### config.mk
export PLATFORM = sky130hd
export DESIGN_NAME = ics_datetime_parser
export DESIGN_NICKNAME = d
export VERILOG_FILES = /design/src/rtl/icsdt_pkg.sv /design/src/rtl/icsdt_front.sv /design/src/rtl/icsdt_fifo.sv /design/src/rtl/icsdt_back.sv /design/src/rtl/ics_datetime_parser.sv
export SDC_FILE = /design/constraint.sdc
export NUM_CORES = 1
export LEC_CHECK = 0
export ABC_AREA = 1
export BUFFER_PORTS_ARGS = -buffer_cell sky130_fd_sc_hd__buf_4
export CORE_UTILIZATION = 67
export CTS_CLUSTER_DIAMETER = 150
export DETAILED_ROUTE_END_ITERATION = 6
export PLACE_DENSITY_LB_ADDON = 0.1
export REMOVE_ABC_BUFFERS = 1
export SYNTH_ARGS = -nofsm -noshare
export SYNTH_HDL_FRONTEND = slang
export SYNTH_SLANG_ARGS = --single-unit
### constraint.sdc
create_clock -name clock -period 12.6 [get_ports clock]
set_clock_uncertainty 0.2 [all_clocks]
set_input_delay 0.63 -clock clock [delete_from_list [all_inputs] [get_ports clock]]
set_output_delay 0.63 -clock clock [all_outputs]
set_load 0.02 [all_outputs]
### src/rtl/icsdt_pkg.sv
// Shared types, constants and helpers for the iCalendar date/time parser.
// Used by the front end, the back end, the top level and the testbench.
package icsdt_pkg;

   // ASCII codes the parser looks for
   localparam logic [7:0] CHAR_ZERO = 8'h30;
   localparam logic [7:0] CHAR_NINE = 8'h39;
   localparam logic [7:0] CHAR_T    = 8'h54;
   localparam logic [7:0] CHAR_Z    = 8'h5A;

   // Character positions inside a value
   localparam logic [7:0] POS_MONTH   = 8'd4;
   localparam logic [7:0] POS_DAY     = 8'd6;
   localparam logic [7:0] POS_SEP     = 8'd8;
   localparam logic [7:0] POS_MINUTE  = 8'd11;
   localparam logic [7:0] POS_END     = 8'd13;
   localparam logic [7:0] COUNT_MAX   = 8'd255;
   localparam logic [7:0] LEN_DATE    = 8'd8;
   localparam logic [7:0] LEN_DATETIME = 8'd13;

   localparam int MIN_PER_DAY = 24 * 60;
   localparam int OFFSET_W    = 12;

   // Register map
   localparam logic CSR_IDX_UTC_OFFSET = 1'b0;

   // Default depth of the queue between front and back
   localparam int FIFO_DEPTH_DEF = 4;

   // One finished value as collected by the front end
   typedef struct packed {
      logic [13:0] year;
      logic [6:0]  month;
      logic [6:0]  day;
      logic [6:0]  hour;
      logic [6:0]  minute;
      logic [7:0]  len;
      logic        date_ok;
      logic        time_ok;
      logic        last_z;
      logic        dparam;
   } icsdt_rec_type;

   localparam int REC_W = $bits(icsdt_rec_type);

   // Calendar date carried through the day adjustment
   typedef struct packed {
      logic [15:0] year;
      logic [3:0]  month;
      logic [4:0]  day;
   } icsdt_date_type;

   // Days in a month; out-of-range months read as 30
   function automatic logic [4:0] month_len(input logic [3:0] m, input logic leap);
      logic [4:0] n;
      case (m)
         4'd1, 4'd3, 4'd5, 4'd7, 4'd8, 4'd10, 4'd12: n = 5'd31;
         4'd4, 4'd6, 4'd9, 4'd11:                     n = 5'd30;
         4'd2:                                         n = leap ? 5'd29 : 5'd28;
         default:                                      n = 5'd30;
      endcase
      return n;
   endfunction

endpackage

### src/rtl/icsdt_front.sv
// Front end: takes characters, accumulates digits and checks per position.
// Pushes one record into the queue on the last character. Uses icsdt_pkg.
module icsdt_front (
   input  logic                    clock,
   input  logic                    reset,
   input  logic                    acc_valid,
   input  logic [7:0]              char_code,
   input  logic                    end_of_value,
   input  logic                    date_param,
   output logic                    push,
   output icsdt_pkg::icsdt_rec_type push_rec
);

   logic [7:0]  count_ff, count_in;
   logic [13:0] year_ff, year_in;
   logic [6:0]  month_ff, month_in;
   logic [6:0]  day_ff, day_in;
   logic [6:0]  hour_ff, hour_in;
   logic [6:0]  minute_ff, minute_in;
   logic        date_ok_ff, date_ok_in;
   logic        time_ok_ff, time_ok_in;
   logic        last_z_ff, last_z_in;

   logic        dig;
   logic [3:0]  d;

   // Work out the state after this character
   always_comb begin
      dig        = (char_code >= icsdt_pkg::CHAR_ZERO) && (char_code <= icsdt_pkg::CHAR_NINE);
      d          = dig ? 4'(char_code - icsdt_pkg::CHAR_ZERO) : 4'd0;
      year_in    = year_ff;
      month_in   = month_ff;
      day_in     = day_ff;
      hour_in    = hour_ff;
      minute_in  = minute_ff;
      date_ok_in = date_ok_ff;
      time_ok_in = time_ok_ff;
      if (count_ff < icsdt_pkg::POS_SEP) begin
         if (!dig) begin
            date_ok_in = 1'b0;
         end else if (count_ff < icsdt_pkg::POS_MONTH) begin
            year_in = year_ff * 14'd10 + 14'(d);
         end else if (count_ff < icsdt_pkg::POS_DAY) begin
            month_in = month_ff * 7'd10 + 7'(d);
         end else begin
            day_in = day_ff * 7'd10 + 7'(d);
         end
      end else if (count_ff == icsdt_pkg::POS_SEP) begin
         if (char_code != icsdt_pkg::CHAR_T) time_ok_in = 1'b0;
      end else if (count_ff < icsdt_pkg::POS_END) begin
         if (!dig) begin
            time_ok_in = 1'b0;
         end else if (count_ff < icsdt_pkg::POS_MINUTE) begin
            hour_in = hour_ff * 7'd10 + 7'(d);
         end else begin
            minute_in = minute_ff * 7'd10 + 7'(d);
         end
      end
      last_z_in = (char_code == icsdt_pkg::CHAR_Z);
      count_in  = (count_ff == icsdt_pkg::COUNT_MAX) ? count_ff : count_ff + 8'd1;
   end

   // Record of the whole value, including the last character
   always_comb begin
      push_rec.year    = year_in;
      push_rec.month   = month_in;
      push_rec.day     = day_in;
      push_rec.hour    = hour_in;
      push_rec.minute  = minute_in;
      push_rec.len     = count_in;
      push_rec.date_ok = date_ok_in;
      push_rec.time_ok = time_ok_in;
      push_rec.last_z  = last_z_in;
      push_rec.dparam  = date_param;
   end

   assign push = acc_valid && end_of_value;

   // Advance on every accepted character; clear after the last one
   always_ff @(posedge clock) begin
      if (reset || push) begin
         count_ff   <= '0;
         year_ff    <= '0;
         month_ff   <= '0;
         day_ff     <= '0;
         hour_ff    <= '0;
         minute_ff  <= '0;
         date_ok_ff <= 1'b1;
         time_ok_ff <= 1'b1;
         last_z_ff  <= 1'b0;
      end else if (acc_valid) begin
         count_ff   <= count_in;
         year_ff    <= year_in;
         month_ff   <= month_in;
         day_ff     <= day_in;
         hour_ff    <= hour_in;
         minute_ff  <= minute_in;
         date_ok_ff <= date_ok_in;
         time_ok_ff <= time_ok_in;
         last_z_ff  <= last_z_in;
      end
   end

endmodule

### src/rtl/icsdt_fifo.sv
// Short register queue between the front end and the back end.
// Generic in width and depth; no package dependency.
module icsdt_fifo #(
   parameter int WIDTH = 8,
   parameter int DEPTH = 4
) (
   input  logic             clock,
   input  logic             reset,
   input  logic             wr_en,
   input  logic [WIDTH-1:0] wr_data,
   input  logic             rd_en,
   output logic [WIDTH-1:0] rd_data,
   output logic             full,
   output logic             empty
);

   localparam int PTR_W = (DEPTH > 1) ? $clog2(DEPTH) : 1;
   localparam int CNT_W = $clog2(DEPTH + 1);

   logic [WIDTH-1:0] mem_ff [DEPTH];
   logic [PTR_W-1:0] wr_ptr_ff, rd_ptr_ff;
   logic [CNT_W-1:0] count_ff;

   assign full    = (count_ff == CNT_W'(DEPTH));
   assign empty   = (count_ff == '0);
   assign rd_data = mem_ff[rd_ptr_ff];

   // Store an entry
   always_ff @(posedge clock) begin
      if (wr_en) mem_ff[wr_ptr_ff] <= wr_data;
   end

   // Move pointers and fill count
   always_ff @(posedge clock) begin
      if (reset) begin
         wr_ptr_ff <= '0;
         rd_ptr_ff <= '0;
         count_ff  <= '0;
      end else begin
         if (wr_en) begin
            wr_ptr_ff <= (wr_ptr_ff == PTR_W'(DEPTH - 1)) ? '0 : wr_ptr_ff + 1'b1;
         end
         if (rd_en) begin
            rd_ptr_ff <= (rd_ptr_ff == PTR_W'(DEPTH - 1)) ? '0 : rd_ptr_ff + 1'b1;
         end
         if (wr_en && !rd_en) begin
            count_ff <= count_ff + 1'b1;
         end else if (rd_en && !wr_en) begin
            count_ff <= count_ff - 1'b1;
         end
      end
   end

   wr_no_overflow: assert property (@(posedge clock) disable iff (reset)
      wr_en |-> (!full || rd_en))
      else $error("queue written while full");

   rd_no_underflow: assert property (@(posedge clock) disable iff (reset)
      rd_en |-> !empty)
      else $error("queue read while empty");

endmodule

### src/rtl/icsdt_back.sv
// Back end: checks a collected value, applies the UTC offset to timed values ending in Z
// with day carry and holds the result for the output channel. Uses icsdt_pkg.
module icsdt_back (
   input  logic                     clock,
   input  logic                     reset,
   input  logic                     rec_avail,
   input  icsdt_pkg::icsdt_rec_type rec,
   output logic                     pop,
   input  logic [icsdt_pkg::OFFSET_W-1:0] utc_offset,
   output logic                     rsp_tvalid,
   input  logic                     rsp_tready,
   output logic [39:0]              rsp_tdata,
   output logic [1:0]               rsp_tuser
);

   localparam logic signed [14:0] DAY_S  = 15'sd1440;
   localparam logic signed [14:0] DAY2_S = 15'sd2880;

   logic adv;

   // Stage 1: quotient by 100 for the leap test, hours in minutes
   logic                     s1_vld_ff;
   icsdt_pkg::icsdt_rec_type s1_rec_ff;
   logic [7:0]               s1_q100_ff;
   logic [12:0]              s1_hm_ff;

   // Stage 2: checks and day shift
   logic                     s2_vld_ff;
   logic                     s2_ok_ff, s2_allday_ff, s2_leap_ff;
   logic                     s2_move_ff, s2_back_ff, s2_two_ff;
   icsdt_pkg::icsdt_date_type s2_date_ff;
   logic [10:0]              s2_tnorm_ff;

   // Stage 3: day carry, hour by reciprocal
   logic                     s3_vld_ff;
   logic                     s3_ok_ff, s3_allday_ff;
   icsdt_pkg::icsdt_date_type s3_date_ff;
   logic [10:0]              s3_tnorm_ff;
   logic [4:0]               s3_hour_ff;

   // Output register
   logic                     out_vld_ff;
   logic [39:0]              out_data_ff;
   logic [1:0]               out_user_ff;

   assign adv = !out_vld_ff || rsp_tready;
   assign pop = adv && rec_avail;

   // One day forward or backward
   function automatic icsdt_pkg::icsdt_date_type day_step(
      input icsdt_pkg::icsdt_date_type dt, input logic back, input logic leap);
      icsdt_pkg::icsdt_date_type r;
      r = dt;
      if (back) begin
         if (dt.day == 5'd1) begin
            if (dt.month == 4'd1) begin
               r.month = 4'd12;
               r.year  = dt.year - 16'd1;
            end else begin
               r.month = dt.month - 4'd1;
            end
            r.day = icsdt_pkg::month_len(r.month, leap);
         end else begin
            r.day = dt.day - 5'd1;
         end
      end else begin
         if (dt.day >= icsdt_pkg::month_len(dt.month, leap)) begin
            r.day = 5'd1;
            if (dt.month == 4'd12) begin
               r.month = 4'd1;
               r.year  = dt.year + 16'd1;
            end else begin
               r.month = dt.month + 4'd1;
            end
         end else begin
            r.day = dt.day + 5'd1;
         end
      end
      return r;
   endfunction

   // Stage 1
   always_ff @(posedge clock) begin
      if (adv) begin
         s1_rec_ff  <= rec;
         s1_q100_ff <= 8'((27'(rec.year) * 27'd5243) >> 19);
         s1_hm_ff   <= 13'(rec.hour) * 13'd60;
      end
   end

   // Stage 2 logic
   logic [13:0]        r100;
   logic               leap;
   logic [4:0]         mlen;
   logic               date_good, time_good, allday, ok;
   logic signed [14:0] off_ext, total, tfix;
   logic               move, back, two;

   always_comb begin
      r100      = s1_rec_ff.year - (14'(s1_q100_ff) * 14'd100);
      leap      = (s1_rec_ff.year[1:0] == 2'b00) && ((r100 != '0) || (s1_q100_ff[1:0] == 2'b00));
      mlen      = icsdt_pkg::month_len(s1_rec_ff.month[3:0], leap);
      date_good = (s1_rec_ff.len >= icsdt_pkg::LEN_DATE) && s1_rec_ff.date_ok &&
                  (s1_rec_ff.month >= 7'd1) && (s1_rec_ff.month <= 7'd12) &&
                  (s1_rec_ff.day >= 7'd1) && (s1_rec_ff.day <= 7'(mlen));
      allday    = s1_rec_ff.dparam || (s1_rec_ff.len == icsdt_pkg::LEN_DATE);
      time_good = (s1_rec_ff.len >= icsdt_pkg::LEN_DATETIME) && s1_rec_ff.time_ok &&
                  (s1_rec_ff.hour <= 7'd23) && (s1_rec_ff.minute <= 7'd59);
      ok        = date_good && (allday || time_good);
      off_ext   = s1_rec_ff.last_z ? {{3{utc_offset[11]}}, utc_offset} : 15'sd0;
      total     = $signed({2'b00, s1_hm_ff}) + $signed({8'd0, s1_rec_ff.minute}) + off_ext;
      back      = (total < 15'sd0);
      two       = (total < -DAY_S) || (total >= DAY2_S);
      move      = back || (total >= DAY_S);
      if (two) begin
         tfix = back ? total + DAY2_S : total - DAY2_S;
      end else if (move) begin
         tfix = back ? total + DAY_S : total - DAY_S;
      end else begin
         tfix = total;
      end
   end

   always_ff @(posedge clock) begin
      if (adv) begin
         s2_ok_ff         <= ok;
         s2_allday_ff     <= allday;
         s2_leap_ff       <= leap;
         s2_move_ff       <= move && !allday;
         s2_back_ff       <= back;
         s2_two_ff        <= two;
         s2_date_ff.year  <= 16'(s1_rec_ff.year);
         s2_date_ff.month <= s1_rec_ff.month[3:0];
         s2_date_ff.day   <= s1_rec_ff.day[4:0];
         s2_tnorm_ff      <= tfix[10:0];
      end
   end

   // Stage 3 logic: up to two chained day steps
   icsdt_pkg::icsdt_date_type step1, step2;
   logic [21:0]               hq_prod;

   always_comb begin
      step1   = s2_move_ff ? day_step(s2_date_ff, s2_back_ff, s2_leap_ff) : s2_date_ff;
      step2   = (s2_move_ff && s2_two_ff) ? day_step(step1, s2_back_ff, s2_leap_ff) : step1;
      hq_prod = 22'(s2_tnorm_ff) * 22'd1093;
   end

   always_ff @(posedge clock) begin
      if (adv) begin
         s3_ok_ff     <= s2_ok_ff;
         s3_allday_ff <= s2_allday_ff;
         s3_date_ff   <= step2;
         s3_tnorm_ff  <= s2_tnorm_ff;
         s3_hour_ff   <= 5'(hq_prod >> 16);
      end
   end

   // Output stage: minute as remainder, zero the fields that do not apply
   logic [5:0] minute;
   logic [4:0] hour_o;
   logic [5:0] minute_o;

   always_comb begin
      minute   = 6'(s3_tnorm_ff - 11'(s3_hour_ff * 11'd60));
      hour_o   = s3_allday_ff ? 5'd0 : s3_hour_ff;
      minute_o = s3_allday_ff ? 6'd0 : minute;
   end

   always_ff @(posedge clock) begin
      if (adv) begin
         if (s3_ok_ff) begin
            out_data_ff <= {4'd0, minute_o, hour_o, s3_date_ff.day, s3_date_ff.month,
                            s3_date_ff.year};
            out_user_ff <= {s3_allday_ff, 1'b1};
         end else begin
            out_data_ff <= '0;
            out_user_ff <= '0;
         end
      end
   end

   // Valid bits of the pipeline
   always_ff @(posedge clock) begin
      if (reset) begin
         s1_vld_ff  <= 1'b0;
         s2_vld_ff  <= 1'b0;
         s3_vld_ff  <= 1'b0;
         out_vld_ff <= 1'b0;
      end else if (adv) begin
         s1_vld_ff  <= rec_avail;
         s2_vld_ff  <= s1_vld_ff;
         s3_vld_ff  <= s2_vld_ff;
         out_vld_ff <= s3_vld_ff;
      end
   end

   assign rsp_tvalid = out_vld_ff;
   assign rsp_tdata  = out_data_ff;
   assign rsp_tuser  = out_user_ff;

   bad_value_zero: assert property (@(posedge clock) disable iff (reset)
      (rsp_tvalid && !rsp_tuser[0]) |-> (rsp_tdata == '0) && !rsp_tuser[1])
      else $error("rejected value carries nonzero fields");

   all_day_no_time: assert property (@(posedge clock) disable iff (reset)
      (rsp_tvalid && rsp_tuser[1]) |-> (rsp_tdata[35:25] == '0))
      else $error("all-day value carries a time");

   good_value_range: assert property (@(posedge clock) disable iff (reset)
      (rsp_tvalid && rsp_tuser[0]) |->
         (rsp_tdata[19:16] >= 4'd1) && (rsp_tdata[19:16] <= 4'd12) &&
         (rsp_tdata[24:20] != 5'd0) && (rsp_tdata[29:25] <= 5'd23) &&
         (rsp_tdata[35:30] <= 6'd59))
      else $error("accepted value out of range");

endmodule

### src/rtl/ics_datetime_parser.sv
// iCalendar DATE / DATE-TIME parser, top level: stream ports, APB-style
// offset register, front end, queue and back end. Uses icsdt_pkg. After the last
// character is accepted, a value passes the queue, three back-end stages and the
// output register before rsp_tvalid rises. Throughput: one character and one
// result per cycle while nothing stalls; output stalls fill the FIFO_DEPTH-entry
// queue before req_tready drops. Reset: synchronous, clears control state.
module ics_datetime_parser #(
   parameter int FIFO_DEPTH = icsdt_pkg::FIFO_DEPTH_DEF
) (
   input  logic        clock,
   input  logic        reset,
   // char stream
   input  logic        req_tvalid,
   output logic        req_tready,
   input  logic [7:0]  req_tdata,   // [7:0] char_code
   input  logic        req_tlast,   // end_of_value
   input  logic [0:0]  req_tuser,   // [0] date_param
   // result stream
   output logic        rsp_tvalid,
   input  logic        rsp_tready,
   output logic [39:0] rsp_tdata,   // [15:0] year_out, [19:16] month_out, [24:20] day_out,
                                    // [29:25] hour_out, [35:30] minute_out, [39:36] zero
   output logic [1:0]  rsp_tuser,   // [0] valid_res, [1] all_day
   // register port
   input  logic        csr_psel,
   input  logic        csr_penable,
   input  logic        csr_pwrite,
   input  logic [2:0]  csr_paddr,
   input  logic [31:0] csr_pwdata,
   output logic [31:0] csr_prdata,
   output logic        csr_pready
);

   logic [icsdt_pkg::OFFSET_W-1:0] offset_ff, offset_in;
   logic                           csr_wr;

   logic                     push, pop, q_full, q_empty;
   icsdt_pkg::icsdt_rec_type push_rec, pop_rec;

   // Offset register
   assign csr_pready = 1'b1;
   assign csr_wr     = csr_psel && csr_penable && csr_pwrite && csr_pready &&
                       (csr_paddr[2] == icsdt_pkg::CSR_IDX_UTC_OFFSET);
   assign offset_in  = csr_wr ? csr_pwdata[icsdt_pkg::OFFSET_W-1:0] : offset_ff;

   always_ff @(posedge clock) begin
      if (reset) begin
         offset_ff <= '0;
      end else begin
         offset_ff <= offset_in;
      end
   end

   always_comb begin
      if (csr_paddr[2] == icsdt_pkg::CSR_IDX_UTC_OFFSET) begin
         csr_prdata = {{(32 - icsdt_pkg::OFFSET_W){offset_ff[icsdt_pkg::OFFSET_W-1]}},
                       offset_ff};
      end else begin
         csr_prdata = '0;
      end
   end

   // Accept while the queue has room
   assign req_tready = !q_full;

   icsdt_front u_front (
      .clock        (clock),
      .reset        (reset),
      .acc_valid    (req_tvalid && req_tready),
      .char_code    (req_tdata),
      .end_of_value (req_tlast),
      .date_param   (req_tuser[0]),
      .push         (push),
      .push_rec     (push_rec)
   );

   icsdt_fifo #(
      .WIDTH (icsdt_pkg::REC_W),
      .DEPTH (FIFO_DEPTH)
   ) u_fifo (
      .clock   (clock),
      .reset   (reset),
      .wr_en   (push),
      .wr_data (push_rec),
      .rd_en   (pop),
      .rd_data (pop_rec),
      .full    (q_full),
      .empty   (q_empty)
   );

   icsdt_back u_back (
      .clock      (clock),
      .reset      (reset),
      .rec_avail  (!q_empty),
      .rec        (pop_rec),
      .pop        (pop),
      .utc_offset (offset_ff),
      .rsp_tvalid (rsp_tvalid),
      .rsp_tready (rsp_tready),
      .rsp_tdata  (rsp_tdata),
      .rsp_tuser  (rsp_tuser)
   );

endmodule

==> results.tsv <==
stage	metric	value	unit
global_route	grt_pass1_wl	109000	microns
clock_network	insertion_delay	0.61	ns
finish	antennaDiodeCount	0	
sta	min_period	7.21	ns
sta	setup_viol	0	
global_route	grt_overflow	0	
finish	drive_gt1_share	8.93	%
routing	drtAntennaViolNets	0	
floorplanning	start_util	68.6	%
finish	multi_input_area	15200	sq um
synth	synthFlopType	edfxtp_1	
sta	slew_headroom	21.3	%
routing	via_count	23098	
min_path	hold_class	primary input to flip-flop	
setup_path	required	12.75	ns
global_route	grt_usage	28.2	%
routing	dr.pass1.iters	6	
synth	ys_seq_area_share	43.4	%
global_route	grtUsageMet3	3.34	%
synth	synth.distinct_cells	61	
synth	yosys_warnings	0	
floorplanning	dieHeight	218	microns
clock_network	ctsResizeCount	0	
global_route	grt_use_met1	36.9	%
finish	regArea	13600	sq um
sta	worst_pin_slew	1.18	ns
run	cap_violations	0	
sta	fin_crit_sh	57.3	%
place	hpwl	47100	microns
floorplanning	row_count	78	
sta	rsz0062_at_grt	no	
setup_path	start_kind	flip-flop	
finish	area_growth	9.31	%
sta	final_max_slew_viol_count	0	
global_route	grtUsageMet2	49.3	%
clock_network	cts_tree	yes	
clock_network	htreeDepth	2	
floorplanning	core	45800	sq um
synth	syn_area	31400	sq um
setup_path	critPathMaxFanout	39	
run_status	status	completed	
floorplanning	die_w	218	microns
finish	fillers	3202	
place	dp_slack	5.40	ns
setup_path	crit_arrival	7.36	ns
routing	wire_per_inst	16.3	microns
setup_path	worstSetupEndpointType	flip-flop	
setup_path	critical_path_class	flip-flop to flip-flop	
sta	hold_viol	0	
synth	yosys.area.top_type	edfxtp_1	
routing	wirelength	66200	microns
routing	drt_iter0_markers	1731	
finish	final_nets	3903	
clock_network	cts_sinks	479	
synth	postSynthRegisterBits	479	
clock_network	cts_buffer_depth	3	
synth	synthTopCellsByArea	edfxtp_1 (38%), ha_1 (13%), fa_1 (6.3%)	
synth	syn_area_per_cell	9.34	sq um
clock_network	clk_pin_slew	0.06	ns
routing	viasPerCell	5.67	
routing	route.detailed.drc	0	
synth	synth_edf_count	402	
global_route	grt_max_degree	100	
global_route	grt_pass1_vias	22838	
clock_network	clock-root-buffer	clkbuf_16	
synth	synth_async_sr_flop_share	0	%
place	gp_congestion	0.893	
global_route	grt-busiest-layer	met2	
place	portBuffers	101	
sta	fmax	139	MHz
sta	worst_slack	5.39	ns
synth	synth_top_area_share	38.5	%
clock_network	cts_buffers	50	
floorplanning	ios	129	
global_route	antenna_found_initial	0	
sta	tns	0	ns
synth	syn_inst	3359	
floorplanning	dieArea	47700	sq um
-- placed cells by master (no fill, tap or decap), types with 6 or more instances in the layout --
cell type and count:
nand2_1 523, inv_1 522, edfxtp_1 402, ha_1 322, nor2_1 284, o21ai_0 240, a21oi_1 200, buf_4 120
nand3_1 118, fa_1 99, xor2_1 76, dfxtp_1 76, nand4_1 50, clkbuf_16 50, xnor2_1 42, o22ai_1 42
nor3_1 29, nand2_2 20, inv_2 17, or2_2 16, a31oi_1 16, a32oi_1 16, o21ai_1 12, nor2_4 11
o21bai_1 10, nor2_2 10, nand3_2 10, clkinv_2 10, nand3b_1 9, clkinv_1 9, o31ai_1 9, nor4_1 8
a211oi_1 7, bufinv_16 7, o211ai_1 6, nand2_4 6
-- cell usage after synthesis, types with 8 or more instances --
cell type	n
nand3_1	118
fa_1	99
clkbuf_1	57
nand2_1	524
dfxtp_1	77
o31ai_1	9
nand2_2	19
ha_1	322
o22ai_1	42
nor3_1	29
inv_1	523
o21bai_1	10
buf_1	9
nand3_2	10
nand3b_1	9
inv_2	17
o21ai_0	240
o21ai_1	12
or2_2	16
nor4_1	8
edfxtp_1	402
nor2_2	10
a21oi_1	200
a32oi_1	16
xnor2_1	42
buf_4	28
buf_2	8
nand4_1	50
xor2_1	76
nor2_1	288
a31oi_1	16
-- routing by layer --
metal  share of wire, %  routed length, microns  up-vias
met3                4.9                    3220      109
li1                   -                       -    11405
met1                 44                   29000    10962
met2                 49                   32600      622
met4                2.1                    1380        0
met5                  0                       0        -
-- final timing paths --
check,slack (ns),cells after the start,from,endpoint
setup / recovery,5.39,15,flip-flop,u_back.s1_q100_ff[4]
hold / removal,0.04,1,req_tuser,u_fifo.mem_ff[3][0]
setup reg to reg,5.39,15,flip-flop,u_back.s1_q100_ff[4]
hold reg to reg,0.22,0,u_back.s2_ok_ff,u_back.s3_ok_ff
-- critical path, cell delays in order, from the launching register on --
cell	delay [ns]
dfxtp_1	0.31
buf_4	0.40
clkinv_1	0.74
a32oi_1	1.14
fa_1	0.60
ha_1	0.32
fa_1	0.47
fa_1	0.53
fa_1	0.50
ha_1	0.33
nand2_1	0.11
nor4_1	0.35
nand3_1	0.11
o211ai_1	0.46
a31oi_1	0.20
xor2_1	0.18
-- area by class of cell --
cell class | instances | share of cell area, %
multi-input cells | 2235 | 44.4
flip-flops and latches | 479 | 39.7
inverters | 543 | 5.97
clock buffers | 58 | 3.85
repair buffers | 121 | 2.66
well taps | 600 | 2.19
clock inverters | 35 | 1.22
-- stage by stage --
stage | cells | cell area, sq um | hold WS [ns] | utilization, %
6_report | 4071 | 34300 | 0.0430 | 75.0
5_1_grt | 4071 | 34300 | 0.0227 | 75.0
4_1_cts | 4071 | 34300 | 0.0187 | 75.0
3_5_place_dp | 3977 | 32600 | 0.206 | 71.1
3_3_place_gp | 3977 | 32600 | 0.203 | 71.1
2_1_floorplan | 3257 | 30900 | 0.200 | -
-- sequential cells by signal (all words and copies together), names as in the netlist, 2 cells and up, named ones only --
signal	count
u_back.rsp_tdata	36
u_back.s1_q100_ff	8
u_back.s1_rec_ff	52
u_fifo.rd_ptr_ff	2
u_fifo.mem_ff	216
u_back.s3_tnorm_ff	6
u_back.rsp_tuser	2
u_back.s3_date_ff	25
u_front.hour_ff	7
u_front.day_ff	7
u_front.minute_ff	7
u_fifo.count_ff	3
u_fifo.wr_ptr_ff	2
u_front.year_ff	14
u_back.s3_hour_ff	5
u_front.month_ff	7
u_back.s2_date_ff	23
u_back.s2_tnorm_ff	11
u_front.count_ff	8
u_back.s1_hm_ff	10
offset_ff	12
-- kinds of logic after synthesis --
| group | after synthesis | share of synthesized area, % |
|---|---|---|
| simple gates | 1107 | 15.6 |
| buf+inv | 648 | 8.20 |
| compound gates | 582 | 10.2 |
| flops | 479 | 43.4 |
| fa+ha+maj | 421 | 19.2 |
| xor+xnor | 120 | 3.40 |
| other cells | 2 | 0.0239 |
-- what timing repair did --
| action | 4_1_cts | 5_1_grt |
|---|---|---|
| setup buffers | 0 | 0 |
| hold buffers | 1 | 0 |
| hold endpoints to repair | 3 | 0 |
Power is left out: the tool's default activity adds up to more than one toggle a clock period on the data nets, which glitch-free logic cannot reach.
